<file path="config.mk">
export PLATFORM = sky130hd
export DESIGN_NAME = software_timer_table
export DESIGN_NICKNAME = d
export VERILOG_FILES = /design/src/design/stt_pkg.sv /design/src/design/stt_ctrl.sv /design/src/design/stt_dp.sv /design/src/design/software_timer_table.sv
export SDC_FILE = /design/constraint.sdc
export NUM_CORES = 2
export LEC_CHECK = 0
export ABC_AREA = 0
export BUFFER_PORTS_ARGS = -buffer_cell sky130_fd_sc_hd__buf_4
export CORE_UTILIZATION = 59
export CTS_BUF_LIST = sky130_fd_sc_hd__clkbuf_8
export CTS_CLUSTER_DIAMETER = 50
export DETAILED_ROUTE_END_ITERATION = 10
export GPL_TIMING_DRIVEN = 0
export HOLD_SLACK_MARGIN = 0.12
export PLACE_DENSITY = 0.79
export SLEW_MARGIN = 25
export SYNTH_ARGS = -nofsm -noshare
export SYNTH_HDL_FRONTEND = slang
export SYNTH_SLANG_ARGS = --single-unit
export TNS_END_PERCENT = 50
</file>
<file path="constraint.sdc">
create_clock -name i_clk -period 8.95 [get_ports i_clk]
set_clock_uncertainty 0.1 [all_clocks]
set_input_delay 1.79 -clock i_clk [delete_from_list [all_inputs] [get_ports i_clk]]
set_output_delay 1.79 -clock i_clk [all_outputs]
set_load 0.03 [all_outputs]
</file>
<file path="src/design/stt_pkg.sv">
// Shared constants, types and command/status structs for the software timer table.
package stt_pkg;

    localparam int NUM_SLOTS = 16;
    localparam int SLOT_W    = (NUM_SLOTS > 1) ? $clog2(NUM_SLOTS) : 1;
    localparam int REM_W     = 34;
    localparam int IV_W      = 32;
    localparam int EL_W      = 16;
    localparam int OWN_W     = 8;
    localparam int OP_W      = 3;

    // opcodes
    localparam logic [OP_W-1:0] OP_START  = 3'd0;
    localparam logic [OP_W-1:0] OP_STOP   = 3'd1;
    localparam logic [OP_W-1:0] OP_TICK   = 3'd2;
    localparam logic [OP_W-1:0] OP_DETACH = 3'd3;
    localparam logic [OP_W-1:0] OP_QUERY  = 3'd4;

    // result kinds
    localparam logic [1:0] KIND_ACK      = 2'd0;
    localparam logic [1:0] KIND_TIMEOUT  = 2'd1;
    localparam logic [1:0] KIND_TICK_END = 2'd2;

    // result status codes
    localparam logic [1:0] STS_OK         = 2'd0;
    localparam logic [1:0] STS_TOO_SMALL  = 2'd1;
    localparam logic [1:0] STS_NO_FREE    = 2'd2;
    localparam logic [1:0] STS_NOT_ACTIVE = 2'd3;

    typedef enum logic [1:0] {
        ST_IDLE,
        ST_OP,
        ST_TICK,
        ST_TICK_END
    } t_state;

    typedef enum logic [1:0] {
        RES_OP,
        RES_HIT,
        RES_END
    } t_res_sel;

    typedef struct packed {
        logic     load;
        logic     do_op;
        logic     tick_step;
        t_res_sel res_sel;
    } t_dp_cmd;

    typedef struct packed {
        logic in_tick;
        logic hit;
        logic idx_last;
    } t_dp_stat;

    typedef struct packed {
        logic [1:0]       kind;
        logic [1:0]       status;
        logic [3:0]       slot;
        logic [OWN_W-1:0] owner;
        logic             active;
        logic             last;
    } t_result;

endpackage

</file>
<file path="src/design/stt_ctrl.sv">
// Controller state machine: sequences single-result ops and the per-slot tick sweep.
module stt_ctrl (
    input  logic              i_clk,
    input  logic              i_rst_n,
    input  logic              i_in_valid,
    output logic              o_in_ready,
    input  logic              i_out_free,
    output logic              o_out_load,
    input  stt_pkg::t_dp_stat i_stat,
    output stt_pkg::t_dp_cmd  o_cmd
);

    stt_pkg::t_state r_state;
    stt_pkg::t_state n_state;

    always_ff @(posedge i_clk) begin
        if (!i_rst_n) begin
            r_state <= stt_pkg::ST_IDLE;
        end else begin
            r_state <= n_state;
        end
    end

    always_comb begin
        n_state         = r_state;
        o_in_ready      = 1'b0;
        o_out_load      = 1'b0;
        o_cmd.load      = 1'b0;
        o_cmd.do_op     = 1'b0;
        o_cmd.tick_step = 1'b0;
        o_cmd.res_sel   = stt_pkg::RES_OP;
        case (r_state)
            stt_pkg::ST_IDLE: begin
                o_in_ready = 1'b1;
                if (i_in_valid) begin
                    o_cmd.load = 1'b1;
                    n_state    = i_stat.in_tick ? stt_pkg::ST_TICK : stt_pkg::ST_OP;
                end
            end
            stt_pkg::ST_OP: begin
                o_cmd.res_sel = stt_pkg::RES_OP;
                if (i_out_free) begin
                    o_cmd.do_op = 1'b1;
                    o_out_load  = 1'b1;
                    n_state     = stt_pkg::ST_IDLE;
                end
            end
            stt_pkg::ST_TICK: begin
                o_cmd.res_sel = stt_pkg::RES_HIT;
                // a slot that times out waits for room in the output register
                if (!i_stat.hit || i_out_free) begin
                    o_cmd.tick_step = 1'b1;
                    o_out_load      = i_stat.hit;
                    if (i_stat.idx_last) begin
                        n_state = stt_pkg::ST_TICK_END;
                    end
                end
            end
            stt_pkg::ST_TICK_END: begin
                o_cmd.res_sel = stt_pkg::RES_END;
                if (i_out_free) begin
                    o_out_load = 1'b1;
                    n_state    = stt_pkg::ST_IDLE;
                end
            end
            default: begin
                n_state = stt_pkg::ST_IDLE;
            end
        endcase
    end

    a_sweep_ends: assert property (@(posedge i_clk) disable iff (!i_rst_n)
        (r_state == stt_pkg::ST_TICK && o_cmd.tick_step && i_stat.idx_last)
        |=> (r_state == stt_pkg::ST_TICK_END))
        else $error("tick sweep did not end after last slot");

    a_load_needs_room: assert property (@(posedge i_clk) disable iff (!i_rst_n)
        o_out_load |-> i_out_free)
        else $error("result loaded into a full output register");

endmodule

</file>
<file path="src/design/stt_dp.sv">
// Datapath: slot table, input holding registers, tick arithmetic and result formation.
module stt_dp (
    input  logic                      i_clk,
    input  logic                      i_rst_n,
    input  logic                      i_cfg_we,
    input  logic [31:0]               i_cfg_wdata,
    input  logic [2:0]                i_opcode,
    input  logic [3:0]                i_slot,
    input  logic [31:0]               i_interval,
    input  logic                      i_periodic,
    input  logic [7:0]                i_owner,
    input  logic [15:0]               i_elapsed,
    input  stt_pkg::t_dp_cmd          i_cmd,
    output stt_pkg::t_dp_stat         o_stat,
    output stt_pkg::t_result          o_result
);

    localparam int N = stt_pkg::NUM_SLOTS;
    localparam int SW = stt_pkg::SLOT_W;

    // control state
    logic [N-1:0]                 r_valid;
    logic [stt_pkg::IV_W-1:0]     r_min_ivl;
    logic [SW-1:0]                r_idx;

    // slot payload, only meaningful while valid
    logic                         r_per [N];
    logic [stt_pkg::OWN_W-1:0]    r_own [N];
    logic [stt_pkg::IV_W-1:0]     r_iv  [N];
    logic [stt_pkg::REM_W-1:0]    r_rem [N];

    // held transaction
    logic [stt_pkg::OP_W-1:0]     r_opcode;
    logic [3:0]                   r_slot;
    logic [stt_pkg::IV_W-1:0]     r_interval;
    logic                         r_periodic;
    logic [stt_pkg::OWN_W-1:0]    r_owner;
    logic [stt_pkg::EL_W-1:0]     r_elapsed;

    logic [SW-1:0]                free_idx;
    logic                         any_free;
    logic                         too_small;
    logic                         start_go;
    logic [SW-1:0]                sl_idx;
    logic                         sl_in_range;
    logic                         sl_active;
    logic [N-1:0]                 own_match;

    logic                         cur_valid;
    logic                         cur_per;
    logic [stt_pkg::REM_W:0]      diff;
    logic [stt_pkg::REM_W:0]      diff_rel;
    logic                         below_floor;
    logic                         hit;
    logic [stt_pkg::REM_W-1:0]    new_rem;

    // lowest free slot
    always_comb begin
        free_idx = '0;
        any_free = 1'b0;
        for (int i = N - 1; i >= 0; i--) begin
            if (!r_valid[i]) begin
                free_idx = SW'(i);
                any_free = 1'b1;
            end
        end
    end

    always_comb begin
        for (int i = 0; i < N; i++) begin
            own_match[i] = (r_own[i] == r_owner);
        end
    end

    assign too_small   = (r_interval < r_min_ivl);
    assign start_go    = i_cmd.do_op && (r_opcode == stt_pkg::OP_START) && !too_small
                         && any_free;
    assign sl_idx      = SW'(r_slot);
    assign sl_in_range = (32'(r_slot) < 32'(N));
    assign sl_active   = sl_in_range && r_valid[sl_idx];

    // tick arithmetic on the slot under the sweep
    assign cur_valid   = r_valid[r_idx];
    assign cur_per     = r_per[r_idx];
    assign diff        = {r_rem[r_idx][stt_pkg::REM_W-1], r_rem[r_idx]}
                         - {19'b0, r_elapsed};
    assign diff_rel    = {r_rem[r_idx][stt_pkg::REM_W-1], r_rem[r_idx]}
                         + {3'b0, r_iv[r_idx]} - {19'b0, r_elapsed};
    // below -2^33: clamp to the floor, plus the interval for a periodic slot
    assign below_floor = diff[stt_pkg::REM_W] & ~diff[stt_pkg::REM_W-1];
    assign hit         = cur_valid && diff[stt_pkg::REM_W];

    always_comb begin
        if (below_floor) begin
            new_rem = cur_per ? {2'b10, r_iv[r_idx]} : {2'b10, 32'b0};
        end else if (diff[stt_pkg::REM_W] && cur_per) begin
            new_rem = diff_rel[stt_pkg::REM_W-1:0];
        end else begin
            new_rem = diff[stt_pkg::REM_W-1:0];
        end
    end

    assign o_stat.in_tick  = (i_opcode == stt_pkg::OP_TICK);
    assign o_stat.hit      = hit;
    assign o_stat.idx_last = (r_idx == SW'(N - 1));

    always_comb begin
        o_result = '0;
        o_result.last = 1'b1;
        case (i_cmd.res_sel)
            stt_pkg::RES_OP: begin
                o_result.kind = stt_pkg::KIND_ACK;
                case (r_opcode)
                    stt_pkg::OP_START: begin
                        if (too_small) begin
                            o_result.status = stt_pkg::STS_TOO_SMALL;
                        end else if (!any_free) begin
                            o_result.status = stt_pkg::STS_NO_FREE;
                        end else begin
                            o_result.slot = 4'(free_idx);
                        end
                    end
                    stt_pkg::OP_STOP: begin
                        o_result.slot   = r_slot;
                        o_result.status = sl_active ? stt_pkg::STS_OK
                                                    : stt_pkg::STS_NOT_ACTIVE;
                    end
                    stt_pkg::OP_QUERY: begin
                        o_result.slot   = r_slot;
                        o_result.active = sl_active;
                    end
                    default: begin
                    end
                endcase
            end
            stt_pkg::RES_HIT: begin
                o_result.kind  = stt_pkg::KIND_TIMEOUT;
                o_result.slot  = 4'(r_idx);
                o_result.owner = r_own[r_idx];
                o_result.last  = 1'b0;
            end
            stt_pkg::RES_END: begin
                o_result.kind = stt_pkg::KIND_TICK_END;
            end
            default: begin
            end
        endcase
    end

    always_ff @(posedge i_clk) begin
        if (!i_rst_n) begin
            r_valid   <= '0;
            r_min_ivl <= '0;
            r_idx     <= '0;
        end else begin
            if (i_cfg_we) begin
                r_min_ivl <= i_cfg_wdata;
            end
            if (i_cmd.load) begin
                r_idx <= '0;
            end else if (i_cmd.tick_step) begin
                r_idx <= r_idx + SW'(1);
            end
            if (i_cmd.do_op) begin
                case (r_opcode)
                    stt_pkg::OP_START: begin
                        if (start_go) begin
                            r_valid[free_idx] <= 1'b1;
                        end
                    end
                    stt_pkg::OP_STOP: begin
                        if (sl_active) begin
                            r_valid[sl_idx] <= 1'b0;
                        end
                    end
                    stt_pkg::OP_DETACH: begin
                        r_valid <= r_valid & ~own_match;
                    end
                    default: begin
                    end
                endcase
            end
            if (i_cmd.tick_step && hit && !cur_per) begin
                r_valid[r_idx] <= 1'b0;
            end
        end
    end

    always_ff @(posedge i_clk) begin
        if (i_cmd.load) begin
            r_opcode   <= i_opcode;
            r_slot     <= i_slot;
            r_interval <= i_interval;
            r_periodic <= i_periodic;
            r_owner    <= i_owner;
            r_elapsed  <= i_elapsed;
        end
        if (start_go) begin
            r_per[free_idx] <= r_periodic;
            r_own[free_idx] <= r_owner;
            r_iv[free_idx]  <= r_interval;
            r_rem[free_idx] <= {2'b00, r_interval};
        end
        if (i_cmd.tick_step && cur_valid) begin
            r_rem[r_idx] <= new_rem;
        end
    end

    a_start_claims: assert property (@(posedge i_clk) disable iff (!i_rst_n)
        start_go |=> r_valid[$past(free_idx)])
        else $error("started slot not marked valid");

    a_oneshot_frees: assert property (@(posedge i_clk) disable iff (!i_rst_n)
        (i_cmd.tick_step && hit && !cur_per) |=> !r_valid[$past(r_idx)])
        else $error("expired one-shot slot still valid");

endmodule

</file>
<file path="src/design/software_timer_table.sv">
// Top level of the software timer table: controller, datapath and output register.
//
//  channel   | handshake                    | payload
//  ----------+------------------------------+--------------------------------------------
//  input     | i_in_valid / o_in_ready      | i_opcode i_slot i_interval i_periodic
//            |                              | i_owner i_elapsed
//  output    | o_out_valid / i_out_ready    | o_kind o_status o_out_slot o_out_owner
//            |                              | o_active o_last
//  config    | i_cfg_we (no wait)           | i_cfg_wdata (minimum start interval)
//
//  Start, stop, detach, query, unused opcodes: one result, registered from the ST_OP state
//  once the output register has room; the next transaction is taken back in ST_IDLE.
//  Tick: one slot per cycle over the single-port table while not stalled; the ST_TICK_END
//  state then registers the tick-finished result once the output register has room.
//  A timeout result stalls the sweep while the output register is still occupied.
//  Synchronous active-low reset clears valid marks and the minimum interval; no clearing pass.
module software_timer_table (
    input  logic        i_clk,
    input  logic        i_rst_n,
    input  logic        i_cfg_we,
    input  logic [31:0] i_cfg_wdata,
    input  logic        i_in_valid,
    output logic        o_in_ready,
    input  logic [2:0]  i_opcode,
    input  logic [3:0]  i_slot,
    input  logic [31:0] i_interval,
    input  logic        i_periodic,
    input  logic [7:0]  i_owner,
    input  logic [15:0] i_elapsed,
    output logic        o_out_valid,
    input  logic        i_out_ready,
    output logic [1:0]  o_kind,
    output logic [1:0]  o_status,
    output logic [3:0]  o_out_slot,
    output logic [7:0]  o_out_owner,
    output logic        o_active,
    output logic        o_last
);

    stt_pkg::t_dp_cmd  cmd;
    stt_pkg::t_dp_stat stat;
    stt_pkg::t_result  result;
    logic              out_free;
    logic              out_load;

    // output register state
    logic              r_out_valid;
    stt_pkg::t_result  r_out;

    // room in the output register: empty, or being drained this cycle
    assign out_free = !r_out_valid || i_out_ready;

    stt_ctrl u_ctrl (
        .i_clk      (i_clk),
        .i_rst_n    (i_rst_n),
        .i_in_valid (i_in_valid),
        .o_in_ready (o_in_ready),
        .i_out_free (out_free),
        .o_out_load (out_load),
        .i_stat     (stat),
        .o_cmd      (cmd)
    );

    stt_dp u_dp (
        .i_clk       (i_clk),
        .i_rst_n     (i_rst_n),
        .i_cfg_we    (i_cfg_we),
        .i_cfg_wdata (i_cfg_wdata),
        .i_opcode    (i_opcode),
        .i_slot      (i_slot),
        .i_interval  (i_interval),
        .i_periodic  (i_periodic),
        .i_owner     (i_owner),
        .i_elapsed   (i_elapsed),
        .i_cmd       (cmd),
        .o_stat      (stat),
        .o_result    (result)
    );

    // Output register: holds one result until the consumer takes it.
    always_ff @(posedge i_clk) begin
        if (!i_rst_n) begin
            r_out_valid <= 1'b0;
        end else if (out_load) begin
            r_out_valid <= 1'b1;
        end else if (i_out_ready) begin
            r_out_valid <= 1'b0;
        end
    end

    always_ff @(posedge i_clk) begin
        if (out_load) begin
            r_out <= result;
        end
    end

    assign o_out_valid = r_out_valid;
    assign o_kind      = r_out.kind;
    assign o_status    = r_out.status;
    assign o_out_slot  = r_out.slot;
    assign o_out_owner = r_out.owner;
    assign o_active    = r_out.active;
    assign o_last      = r_out.last;

    // the last flag only ends an acknowledgement or a tick, never a timeout
    a_last_kind: assert property (@(posedge i_clk) disable iff (!i_rst_n)
        (out_load && result.kind == stt_pkg::KIND_TIMEOUT) |-> !result.last)
        else $error("timeout result flagged as last");

    a_busy_no_take: assert property (@(posedge i_clk) disable iff (!i_rst_n)
        (cmd.tick_step || cmd.do_op) |-> !o_in_ready)
        else $error("input taken while a transaction is in progress");

endmodule
</file>
==> flow_summary_export.csv <==
group,metric,value,unit
timing,setup_viol,0,
grt,grt-ovfl-total,0,
timing,finalCriticalPeriod,8620,ps
finish,register_area,39700,um^2
timing,slew_violations,0,
grt,grt_pass1_vias,33349,
cts,clockRootBuffer,"clkbuf_8",
grt,grt.total_usage,30.3,%
route,routed-via-count,33625,
yosys,yosysUniqueCellTypes,86,
yosys,syn-num-nets,3467,
yosys,yosys_warnings,0,
place,place.gp.congestion,0.935,
worst_setup_path,path_delay_family,"buffers and inverters",
worst_setup_path,cp_data_arrival_time,9030,ps
finish,nets,3877,
yosys,yosys.area.top_type,"edfxtp_1",
worst_setup_path,end_kind,"flip-flop",
worst_setup_path,slowest_delay,770,ps
grt,grt-busiest-layer,"met2",
yosys,synth_top_flop_cell,"edfxtp_1",
worst_setup_path,critPathKind,"reg2reg",
die,die_y,316,um
yosys,synthCells,3247,
cts,numCtsBuffers,204,
cts,cts_tree,"built",
hold_path,hp-class,"reg2reg",
route,wl_per_cell,29.2,um
timing,period_share,96.3,%
die,core-area,97300,um^2
timing,rsz0062_at_grt,"false",
timing,slew_headroom,24.3,%
place,dp_hpwl,103,mm
worst_setup_path,worst_path_max_delay_cell,"clkbuf_1",
cts,clk_latency,890,ps
yosys,syn-cell-area,58300,um^2
power_and_ir_drop,power_leakage,22.1,nW
grt,antenna_found_initial,1,
grt,gr-usage-met2,47.8,%
yosys,syn_area_per_cell,17.9,um^2
yosys,ys_seq_area_share,68.1,%
finish,final_cell_area,66900,um^2
cts,clock_sinks,1341,
flow_run,max_cap_violations,0,
timing,worstMarginPinSlew,1140,ps
worst_setup_path,cp_max_fo,16,
route,finalWirelength,149,mm
status,status,"finished, final reports clean",
power_and_ir_drop,power,12.4,mW
die,start_util,59.9,%
worst_setup_path,startpoint_type,"flip-flop",
finish,final_util,68.7,%
cts,cts-htree-levels,4,
power_and_ir_drop,power_density,186,nW/um^2
yosys,synth_top_area_share,66.1,%
route,drtIter0Drc,4516,
power_and_ir_drop,ir_drop,0.000157,V
cts,clk_path_buf_depth,3,
finish,layout_commonest_cell,"edfxtp_1",
finish,multiInputGateArea,17600,um^2
grt,met3_usage,6.47,%
die,rows,114,
yosys,async_reset_ff_share,0,%
worst_setup_path,cpMostUsedCell,"clkbuf_1",
worst_setup_path,cp.required,9360,ps
route,final_antenna_net_count,0,
place,detailed_place.area,62800,um^2
die,die_w,316,um
route,post_drt_via_cell_ratio,6.58,
timing,hold_viol,0,
die,dieArea,100000,um^2
finish,fill_cells,5983,
worst_setup_path,cp_num_buf_inv,8,
grt,met1_usage,42.8,%
finish,drive_above_1_share,26.1,%
timing,fin_hold_ws,394,ps
yosys,synth_edf_count,1282,
worst_setup_path,crit_chain,"buf_6 -> buf_2 -> buf_1 -> clkbuf_1 -> clkbuf_1 -> clkbuf_1 -> mux4_2 -> mux4_2 -> inv_1 -> fa_1 -> inv_1 -> ha_1 -> a21oi_1 -> a41oi_1 -> nor4b_1 -> o21ai_0 -> a31oi_1 -> a211o_1 -> mux2i_1 -> a22oi_1 -> nor2_1",
grt,grt_max_degree,46,
place,io_buffers,118,
yosys,ys_top_cells_by_area,"edfxtp_1 (66%), mux4_2 (14%), ha_1 (2.2%), dfxtp_1 (2.0%), xnor2_1 (1.6%)",
finish,mostFrequentLayoutCells,"edfxtp_1 (1,282), mux4_2 (367), inv_1 (238)",
grt,grt_pass1_wl,217,mm
route,drc_errors,0,
yosys,ys_seq_elements,1341,
route,dr.pass1.iters,6,
timing,finalSetupTns,0,ps
cts,clk_pin_slew,60,ps
finish,area_delta_synth_final,14.7,%
die,ios,121,
hold_path,hp-start,"u_dp.r_min_ivl[14]$_SDFFE_PN0P_",
timing,max_freq,116,MHz
## metal layers
metal | vias up | part of all wire (%)
met5 | - | 0
met4 | 0 | 3.0
met3 | 333 | 11
met2 | 2338 | 48
met1 | 17000 | 38
li1 | 13954 | -
## registers in the layout, summed over array words and instances, names as in the netlist, 3 cells and up, named ones only
name             count
u_dp.r_rem         544
u_dp.r_iv          512
u_dp.r_own         128
u_dp.r_interval     32
u_dp.r_min_ivl      32
u_dp.r_elapsed      16
u_dp.r_per          16
u_dp.r_valid        16
o_out_owner          8
u_dp.r_owner         8
o_out_slot           4
u_dp.r_idx           4
u_dp.r_slot          4
u_dp.r_opcode        3
## timing repair
action                                  4_1_cts  5_1_grt
hold buffers                                  0        0
endpoints found under the hold margin         0        0
endpoints found under the setup margin     1089      610
resized for setup                            19       29
setup buffers                                 0        0
## through the flow
stage | setup slack (ps) | instances
floorplan | 548 | 3247
global placement | -4830 | 4641
detailed placement | -1070 | 4725
CTS | 2.90 | 5109
global route | 34.6 | 5113
finish | 335 | 5113
## path summary, 6_finish.rpt
check / slack [ps] / end / cells past startpoint
min: 390 / u_dp.r_min_ivl[14]$_SDFFE_PN0P_ / 2
min reg2reg: 390 / u_dp.r_min_ivl[14]$_SDFFE_PN0P_ / 2
max: 330 / u_dp.r_rem[13][33]$_DFFE_PP_ / 21
max reg2reg: 330 / u_dp.r_rem[13][33]$_DFFE_PP_ / 21
## power breakdown
| group | switching (mW) | internal, mW | total (mW) |
|---|---|---|---|
| Combinational | 0.360 | 0.233 | 0.593 |
| Clock | 2.42 | 2.40 | 4.82 |
| Sequential | 0.0811 | 6.93 | 7.01 |
| Total | 2.86 | 9.56 | 12.4 |
## final cells by class
cell class	instances	area share (%)
Antenna cell	1	0.00374
Buffer	151	1.10
Clock buffer	212	4.36
Clock inverter	173	1.44
Inverter	188	1.07
Multi-Input combinational cell	1566	26.3
Sequential cell	1341	59.3
Tap cell	1276	2.39
Timing Repair Buffer	205	3.95
## logic make-up (layout without fill, tap and decap cells)
group,count (synthesis),count (layout),share of synthesized area (%)
flops,1341,1341,68.1
buf+inv,340,929,2.43
other cells,0,1,0
fa+ha+maj,119,119,2.77
compound gates,392,392,4.57
mux,451,451,15.6
xor+xnor,182,182,2.74
simple gates,422,422,3.76
## worst min-delay path: cells and delay by family, from the launching register on
kind	cells	cell delay (ps)
simple gates	1	70
flops	1	330
mux	1	60
## synth_stat cells (19+ instances only)
master	number
edfxtp_1	1282
mux4_2	367
inv_1	186
nor2_1	117
xnor2_1	105
ha_1	102
clkbuf_1	85
a21oi_1	79
mux2i_1	79
xor2_1	77
nand2_1	63
dfxtp_1	59
o21ai_0	55
a22oi_1	44
nand4_1	43
nand3_1	40
o21ai_1	33
nor3_1	30
buf_1	26
buf_2	25
a21o_1	24
nor2b_1	22
nor4_1	21
a31oi_1	19
and2_1	19
(Power assumes the default switching activity.)
